**src/hdl/pcc_pkg.sv**
```systemverilog
`timescale 1ns / 1ps

package pcc_pkg;

	// Header layout and CRC constants.
	localparam int unsigned HDR_LEN       = 16;
	localparam int unsigned POS_W         = 5;
	localparam int unsigned CRC_FIELD_POS = 14;
	localparam int unsigned POS_KIND      = 6;
	localparam int unsigned POS_FIDX_HI   = 8;
	localparam int unsigned POS_FIDX_LO   = 9;
	localparam int unsigned POS_FCNT_HI   = 10;
	localparam int unsigned POS_FCNT_LO   = 11;
	localparam int unsigned POS_PAY_HI    = 12;
	localparam int unsigned POS_PAY_LO    = 13;
	localparam int unsigned POS_CRC_HI    = 14;
	localparam int unsigned POS_CRC_LO    = 15;

	localparam logic [15:0] CRC_INIT = 16'hFFFF;
	localparam logic [15:0] CRC_POLY = 16'h1021;

	// Queue depth between the front and the back.
	localparam int unsigned QUEUE_DEPTH = 4;

	// Configuration register indexes and reset values.
	localparam int unsigned CFG_IDX_W = 8;
	localparam int unsigned CFG_DATA_W = 16;
	localparam logic [CFG_IDX_W-1:0] REG_MAX_PAYLOAD = 8'd0;
	localparam logic [CFG_IDX_W-1:0] REG_FIRST_FRAME = 8'd1;
	localparam logic [CFG_IDX_W-1:0] REG_LAST_MEDIA  = 8'd2;
	localparam logic [CFG_IDX_W-1:0] REG_FIRST_DATA  = 8'd3;

	localparam logic [15:0] RST_MAX_PAYLOAD = 16'd1400;
	localparam logic [7:0]  RST_FIRST_FRAME = 8'd0;
	localparam logic [7:0]  RST_LAST_MEDIA  = 8'd2;
	localparam logic [7:0]  RST_FIRST_DATA  = 8'd16;

	// Header check results, first failing check wins.
	typedef enum logic [2:0] {
		HS_OK          = 3'd0,
		HS_FRAG_INDEX  = 3'd1,
		HS_FRAG_COUNT  = 3'd2,
		HS_PAYLOAD     = 3'd3,
		HS_FRAME_TYPE  = 3'd4
	} pcc_status_t;

	// Which header field a byte lands in.
	typedef enum logic [3:0] {
		FLD_NONE,
		FLD_KIND,
		FLD_FIDX_HI,
		FLD_FIDX_LO,
		FLD_FCNT_HI,
		FLD_FCNT_LO,
		FLD_PAY_HI,
		FLD_PAY_LO,
		FLD_CRC_HI,
		FLD_CRC_LO
	} pcc_field_t;

	typedef struct packed {
		logic [7:0] data_byte;
		logic       last_byte;
	} pcc_in_t;

	typedef struct packed {
		logic [15:0] computed_crc;
		logic        crc_match;
		logic        short_header;
		logic [2:0]  header_status;
	} pcc_out_t;

	// A classified byte as it travels from the front to the back.
	typedef struct packed {
		logic [7:0] data_byte;
		logic       last_byte;
		logic       feed_crc;
		logic       hdr_done;
		pcc_field_t field_sel;
	} pcc_item_t;

	typedef struct packed {
		logic [15:0] max_payload_bytes;
		logic [7:0]  first_frame_type;
		logic [7:0]  last_media_type;
		logic [7:0]  first_data_type;
	} pcc_cfg_t;

	// One byte step of CRC-16-CCITT, MSB first.
	function automatic logic [15:0] crc_byte(input logic [15:0] crc, input logic [7:0] b);
		logic [15:0] c;
		c = crc ^ {b, 8'h00};
		for (int i = 0; i < 8; i++) begin
			if (c[15]) begin
				c = {c[14:0], 1'b0} ^ CRC_POLY;
			end else begin
				c = {c[14:0], 1'b0};
			end
		end
		return c;
	endfunction

endpackage

```
**src/hdl/pcc_back.sv**
```systemverilog
`timescale 1ns / 1ps

module pcc_back import pcc_pkg::*; (
	input  logic      clk,
	input  logic      arst_n,
	input  pcc_cfg_t  cfg,
	input  logic      item_valid,
	output logic      item_ready,
	input  pcc_item_t item,
	output logic      res_valid,
	input  logic      res_ready,
	output pcc_out_t  res
);

	logic [15:0] crc_q;
	logic [15:0] stored_q;
	logic [15:0] fidx_q;
	logic [15:0] fcnt_q;
	logic [15:0] pay_q;
	logic [7:0]  kind_q;
	logic        res_valid_q;
	pcc_out_t    res_q;

	logic [15:0] crc_n;
	logic [15:0] stored_n;
	logic [15:0] fidx_n;
	logic [15:0] fcnt_n;
	logic [15:0] pay_n;
	logic [7:0]  kind_n;
	pcc_status_t status;
	logic        pop;

	// A last byte needs room in the result register; other bytes always drain.
	assign item_ready = !item.last_byte || !res_valid_q || res_ready;
	assign pop        = item_valid && item_ready;
	assign res_valid  = res_valid_q;
	assign res        = res_q;

	// CRC step and header field capture for the byte at the queue head.
	always_comb begin
		crc_n    = item.feed_crc ? crc_byte(crc_q, item.data_byte) : crc_q;
		stored_n = stored_q;
		fidx_n   = fidx_q;
		fcnt_n   = fcnt_q;
		pay_n    = pay_q;
		kind_n   = kind_q;
		case (item.field_sel)
			FLD_KIND:    kind_n   = item.data_byte;
			FLD_FIDX_HI: fidx_n   = {item.data_byte, fidx_q[7:0]};
			FLD_FIDX_LO: fidx_n   = {fidx_q[15:8], item.data_byte};
			FLD_FCNT_HI: fcnt_n   = {item.data_byte, fcnt_q[7:0]};
			FLD_FCNT_LO: fcnt_n   = {fcnt_q[15:8], item.data_byte};
			FLD_PAY_HI:  pay_n    = {item.data_byte, pay_q[7:0]};
			FLD_PAY_LO:  pay_n    = {pay_q[15:8], item.data_byte};
			FLD_CRC_HI:  stored_n = {item.data_byte, stored_q[7:0]};
			FLD_CRC_LO:  stored_n = {stored_q[15:8], item.data_byte};
			default:     ;
		endcase
	end

	// Header checks in priority order.
	always_comb begin
		if (fidx_n >= fcnt_n) begin
			status = HS_FRAG_INDEX;
		end else if (fcnt_n == '0) begin
			status = HS_FRAG_COUNT;
		end else if (pay_n > cfg.max_payload_bytes) begin
			status = HS_PAYLOAD;
		end else if (kind_n < cfg.first_frame_type ||
				(kind_n > cfg.last_media_type && kind_n < cfg.first_data_type)) begin
			status = HS_FRAME_TYPE;
		end else begin
			status = HS_OK;
		end
	end

	// Packet state; cleared after the last byte.
	always_ff @(posedge clk or negedge arst_n) begin
		if (!arst_n) begin
			crc_q    <= CRC_INIT;
			stored_q <= '0;
			fidx_q   <= '0;
			fcnt_q   <= '0;
			pay_q    <= '0;
			kind_q   <= '0;
		end else if (pop) begin
			if (item.last_byte) begin
				crc_q    <= CRC_INIT;
				stored_q <= '0;
				fidx_q   <= '0;
				fcnt_q   <= '0;
				pay_q    <= '0;
				kind_q   <= '0;
			end else begin
				crc_q    <= crc_n;
				stored_q <= stored_n;
				fidx_q   <= fidx_n;
				fcnt_q   <= fcnt_n;
				pay_q    <= pay_n;
				kind_q   <= kind_n;
			end
		end
	end

	// Result register valid flag.
	always_ff @(posedge clk or negedge arst_n) begin
		if (!arst_n) begin
			res_valid_q <= 1'b0;
		end else if (pop && item.last_byte) begin
			res_valid_q <= 1'b1;
		end else if (res_ready) begin
			res_valid_q <= 1'b0;
		end
	end

	// Result payload.
	always_ff @(posedge clk) begin
		if (pop && item.last_byte) begin
			res_q.computed_crc  <= crc_n;
			res_q.crc_match     <= item.hdr_done && (crc_n == stored_n);
			res_q.short_header  <= !item.hdr_done;
			res_q.header_status <= status;
		end
	end

`ifndef SYNTH
	a_clear_after_last: assert property (@(posedge clk) disable iff (!arst_n)
		pop && item.last_byte |=> crc_q == CRC_INIT && fcnt_q == '0 && stored_q == '0)
		else $error("packet state not cleared after last byte");
	a_no_overwrite: assert property (@(posedge clk) disable iff (!arst_n)
		res_valid_q && !res_ready |-> !(pop && item.last_byte))
		else $error("pending result overwritten");
	a_short_no_match: assert property (@(posedge clk) disable iff (!arst_n)
		res_valid_q && res_q.short_header |-> !res_q.crc_match)
		else $error("short header reported a CRC match");
`endif

endmodule

```
**config.mk**
```make
export PLATFORM = sky130hd
export DESIGN_NAME = pcc_back
export DESIGN_NICKNAME = d
export VERILOG_FILES = /design/src/hdl/pcc_pkg.sv /design/src/hdl/pcc_back.sv
export SDC_FILE = /design/constraint.sdc
export NUM_CORES = 1
export LEC_CHECK = 0
export BUFFER_PORTS_ARGS = -buffer_cell sky130_fd_sc_hd__buf_2
export CAP_MARGIN = 20
export CELL_PAD_IN_SITES_DETAIL_PLACEMENT = 0
export CELL_PAD_IN_SITES_GLOBAL_PLACEMENT = 1
export CORE_MARGIN = 1.5
export CORE_UTILIZATION = 40
export CTS_CLUSTER_SIZE = 10
export DETAILED_ROUTE_END_ITERATION = 7
export MAX_ROUTING_LAYER = met4
export PLACE_DENSITY_LB_ADDON = 0.1
export RECOVER_POWER = 25
export SETUP_SLACK_MARGIN = 0.4
export SLEW_MARGIN = 20
export SYNTH_ARGS = -nofsm -noshare
export SYNTH_HDL_FRONTEND = slang
export SYNTH_SLANG_ARGS = --single-unit
```
**constraint.sdc**
```tcl
create_clock -name clk -period 2.1 [get_ports clk]
set_input_delay 0.105 -clock clk [delete_from_list [all_inputs] [get_ports clk]]
set_output_delay 0.105 -clock clk [all_outputs]
set_load 0.02 [all_outputs]
```
; ---- Word-level counts from Yosys, hierarchy flattened
; Cells that the tools add are included.
[op_classes]
n_mux = 25
reduce_logical = 13
eq_ne = 10
magnitude_cmp = 5
bitwise_logic = 9
[ops]
columns = cell, count
row1 = 16-bit case mux with 2 select lines, 4
row2 = 13-bit 2-to-1 mux, 8
row3 = 16-bit 2-to-1 mux, 6
row4 = 3-bit NOT, 8
row5 = 16-bit equality test, 1
row6 = 4-bit by 3-bit equality test with 1-bit output (second input constant), 4
row7 = 16-bit greater-or-equal comparator, 1
row8 = 16-bit greater-than comparator, 1
row9 = 16-bit zero test, 1
row10 = 8-bit < comparator, 2
row11 = 8-bit 2-to-1 mux, 2
row12 = 16-bit bitwise XOR, 1
row13 = 4-bit by 2-bit equality test with 1-bit output (second input constant), 2
row14 = 4-bit equality test (second input constant), 2
row15 = 8-bit greater-than comparator, 1
row16 = 4-bit by 1-bit equality test with 1-bit output (second input constant), 1
row17 = 1-bit logical AND, 4
row18 = 2-bit 2-to-1 mux, 2
row19 = 1-bit zero test, 3
row20 = 1-bit logical OR, 3
row21 = 3-bit 2-to-1 mux, 1
row22 = 3-bit OR reduction, 1
row23 = 1-bit 2-to-1 mux, 2
row24 = 2-bit nonzero test, 1
[word_totals]
output_inout_bits = 23
input_bits = 59
elab_cells = 74
ff_bits = 110

; ---- Logic depth before layout (Yosys ltp)
[depth]
depth_word = 20
mapped_depth = 13
depth_no_buf = 11

; ---- Worst setup path before layout
; Ideal clock, no wire load.
[synth_path]
path_kind = in2reg
from = input item[3] (netlist name)
to = register res_q (netlist bit res[1]) (data pin)
cell_stages = 12
path_slack_ps = -758
arrival_time_ps = 2592
required_time_ps = 1834
path_buffers = 1
setup_time_ps = 266
path_cell_list = buf_2 -> or2b_1 -> nor2_1 -> mux2_2 -> ha_1 -> a21oi_1 -> o21ai_0 -> nand3_1 -> a21oi_1 -> a211o_1 -> a221oi_1 -> nor2b_1
[synth_via]
elab_chain_len = 5
elab_cells_between_ends = 14
classes_between = order compare (2) / eq/ne (6) / mux (5) / reduce/logical (1)
[synth_rtl]
columns = item, line_no
row1 = "start, declared", pcc_back.sv:9  ; input pcc_item_t item,
row2 = 4-bit by 3-bit equality test with 1-bit output, pcc_back.sv:47  ; case (item.field_sel)
row3 = 16-bit case mux with 2 select lines, pcc_back.sv:47
row4 = 16-bit greater-than comparator, pcc_back.sv:67  ; end else if (pay_n > cfg.max_payload_bytes) begin
row5 = 2-bit 2-to-1 mux, pcc_back.sv:67
row6 = 2-bit 2-to-1 mux, pcc_back.sv:65  ; end else if (fcnt_n == '0) begin
row7 = "end, declared", pcc_back.sv:22  ; pcc_out_t res_q;
; Parallel ways exist; a longest one is shown, timed or not.
; A chain may end at the register's enable or synchronous reset.

; ---- Worst setup path after layout
; Same ends and word-level chain as after synthesis.

==> impl_metrics.json <==
{
  "ir_drop_mv": 0.493,
  "skew_ps": 7.54,
  "ys_types": 55,
  "ctsLongestPathBuffers": 2,
  "core_sq_mm": 0.0167,
  "antenna_found_initial": 0,
  "rows": 47,
  "die_x_um": 134,
  "yosys-top-cells-count": "dfrtp_1, ha_1, nand2_1",
  "dp_worst_setup_slack_ps": -817,
  "min_path_type": "in -> reg",
  "status": "finished with violations",
  "violations": "negative setup slack",
  "synth_seq_cells": 110,
  "num_vias": 5607,
  "setup_viol": 4,
  "grt_pass1_wl_mm": 30.4,
  "rsz0062_at_grt": "true",
  "synth_fa_ha_area_frac": 0.0980,
  "async_flop_share": 0.809,
  "dpl.cell_count": 1020,
  "synth-compound-area-share": 0.165,
  "fillers": 1458,
  "fin_cells": 1056,
  "diodes": 0,
  "start_kind": "primary input",
  "synthSimpleGateAreaFrac": 0.0915,
  "ant_nets": 0,
  "first_pass_iters": 5,
  "r2r_start": "fidx_q[9]$_DFFE_PN0P_",
  "drt-vias-per-instance": 5.31,
  "hold_ws_ps": 5.76,
  "synth_most_common_cell": "dfrtp_1",
  "timing.fmax_ghz": 0.411,
  "synth.area.mux_share": 0.121,
  "grtUsageTotal": 0.225,
  "synth_top_area_frac": 0.265,
  "cp_data_arrival_time_ps": 2540,
  "first_global_vias": 5798,
  "tightest_slew_ps": 886,
  "regArea_sq_mm": 0.00288,
  "cts_sinks": 110,
  "synth_top_area_cell": "dfrtp_1",
  "hold_path_startpoint": "item[4]",
  "cts_max_level": 3,
  "synth_edf_count": 21,
  "synth_top_family_by_area": "compound AO/OA/AOI/OAI gates",
  "max-slew-margin-rel": 0.409,
  "start_util": 0.413,
  "pin_count": 82,
  "layout.nets": 944,
  "slew_violations": 0,
  "crit_required_ps": 2200,
  "postLayoutCellArea_sq_mm": 0.00927,
  "place.gp.congestion": 0.840,
  "multiInputGateArea_sq_mm": 0.00427,
  "synth_area_per_cell_sq_um": 10.4,
  "drc": 0,
  "synth.area.top_cells": "dfrtp_1, ha_1, edfxtp_1",
  "startpoint": "item[3]",
  "synth_area_sq_mm": 0.00689,
  "fin_crit_sh": 1.16,
  "hold_viol_final": 0,
  "maxCapViolations": 0,
  "total_power_mw": 8.01,
  "drt-total-wl_mm": 19.3,
  "drt_iter0_drc": 339,
  "final_util": 0.555,
  "synth_cells": 663,
  "area_delta_synth_final_pct": 34.4,
  "die-area_sq_mm": 0.0180,
  "worstSetupPathType": "in -> reg",
  "grt_max_degree": 38,
  "cts.clk_slew.worst_paths_ps": 70,
  "port_buffers": 81,
  "synth_ff_type": "dfrtp_1",
  "grt_overflow_total": 0,
  "cp_max_fo": 6,
  "dp_hpwl_mm": 13.8,
  "clock_latency_ps": 350,
  "drive_gt1_frac": 0.409,
  "synth_warnings": 0,
  "synth_seq_area_share": 0.417,
  "synthXorXnorAreaFrac": 0.0572,
  "fp.dieH_um": 134,
  "root_buffer": "clkbuf_16",
  "worst_slack_ps": -332,
  "dpl_cell_area_sq_mm": 0.00836,
  "period_minus_slack_ps": 2430,
  "wl_per_cell_um": 18.3,
  "cts_buffers": 9,
  "fin_setup_tns_ps": -983,
  "cts_tree": "done",
  "leakage_nw": 4.42,
  "setup.worst_path.end_class": "flop",
  "cellPowerDensity_mw_per_mm2": 865,
  "syn-num-nets": 776
}
## cells in the final DEF (no fill, tap or decap), types with 4 or more instances in the layout
| cell type | instances |
|---|---|
| xnor2_4 | 5 |
| o21ai_0 | 38 |
| nor4_1 | 4 |
| mux2_2 | 29 |
| nor2b_1 | 5 |
| buf_4 | 100 |
| nor2_1 | 22 |
| xnor2_2 | 10 |
| mux2i_2 | 4 |
| dfstp_2 | 16 |
| ha_1 | 42 |
| dfrtp_1 | 73 |
| nand2b_1 | 4 |
| inv_2 | 4 |
| nand4_1 | 11 |
| edfxtp_1 | 21 |
| mux2_4 | 15 |
| a21oi_2 | 7 |
| buf_2 | 77 |
| o21ai_1 | 4 |
| clkbuf_16 | 9 |
| inv_1 | 43 |
| xor2_2 | 5 |
| nand2_1 | 47 |
| o22a_1 | 7 |
| a22o_1 | 38 |
| a22oi_1 | 16 |
| buf_6 | 11 |
| xnor2_1 | 21 |
| ha_4 | 12 |
| a21oi_1 | 25 |
| a21o_1 | 12 |
| mux2i_1 | 28 |
## flip-flops by register name, summed over array words and instances (netlist names)
| register | cells |
|---|---|
| fidx_q | 16 |
| fcnt_q | 16 |
| res | 21 |
| crc_q | 16 |
| res_valid | 1 |
| stored_q | 16 |
| pay_q | 16 |
| kind_q | 8 |
## area by class of cell
| class | instances | share of cell area |
|---|---|---|
| clock buffer | 13 | 0.0281 |
| clock inverter | 3 | 0.00446 |
| inverter | 47 | 0.0190 |
| multi-input combinational | 466 | 0.461 |
| sequential | 110 | 0.311 |
| tap | 220 | 0.0297 |
| timing repair buffer | 197 | 0.147 |
## cell families after synthesis
logic type,Yosys count
compound gates,167
xor+xnor,45
fa+ha+maj,54
buf+inv,87
flops,110
mux,78
simple gates,122
## path summary, 6_finish.rpt
path / cells after the start / endpoint / slack [ps]
worst min-delay path: 2 / res[3]$_DFFE_PP_ / 6
min in group asynchronous: 2 / stored_q[13]$_DFFE_PN0P_ / 410
worst min register to register: 2 / kind_q[0]$_DFFE_PN0P_ / 480
max in group asynchronous: 3 / pay_q[10]$_DFFE_PN0P_ / 350
worst max register to register: 9 / res[0]$_SDFFCE_PP1P_ / -230
worst max-delay path: 11 / res[1]$_SDFFCE_PP0P_ / -330
## worst max-delay path: stages
cell	delay, ps
buf_8	100
or2b_4	270
nor2_4	250
buf_6	160
mux2_4	320
ha_4	270
nand4_1	240
nor4_4	340
nor3_2	90
a221oi_2	300
nor2b_1	80
## where the power goes
part	internal, mW	switching [mW]	total, mW
combinational	1.78	1.60	3.38
sequential	2.62	0.255	2.87
clock	0.991	0.774	1.77
## per-layer routing
layer	up-vias	GRT usage	wire length, um	share of wire
li1	2717	-	-	-
met1	2762	0.288	9060	0.47
met2	115	0.379	9420	0.49
met3	13	0.0333	620	0.032
met4	0	0.0448	224	0.012
met5	-	-	0	0
## what timing repair did
| item | 4_1_cts | 5_1_grt |
|---|---|---|
| pin swaps | 19 | 17 |
| gates resized for setup | 38 | 47 |
| hold buffers | 1 | 0 |
| hold endpoints to repair | 24 | 0 |
| buffers inserted | 10 | 9 |
| setup endpoints to repair | 24 | 57 |
Power figures use the tool's default switching activity.
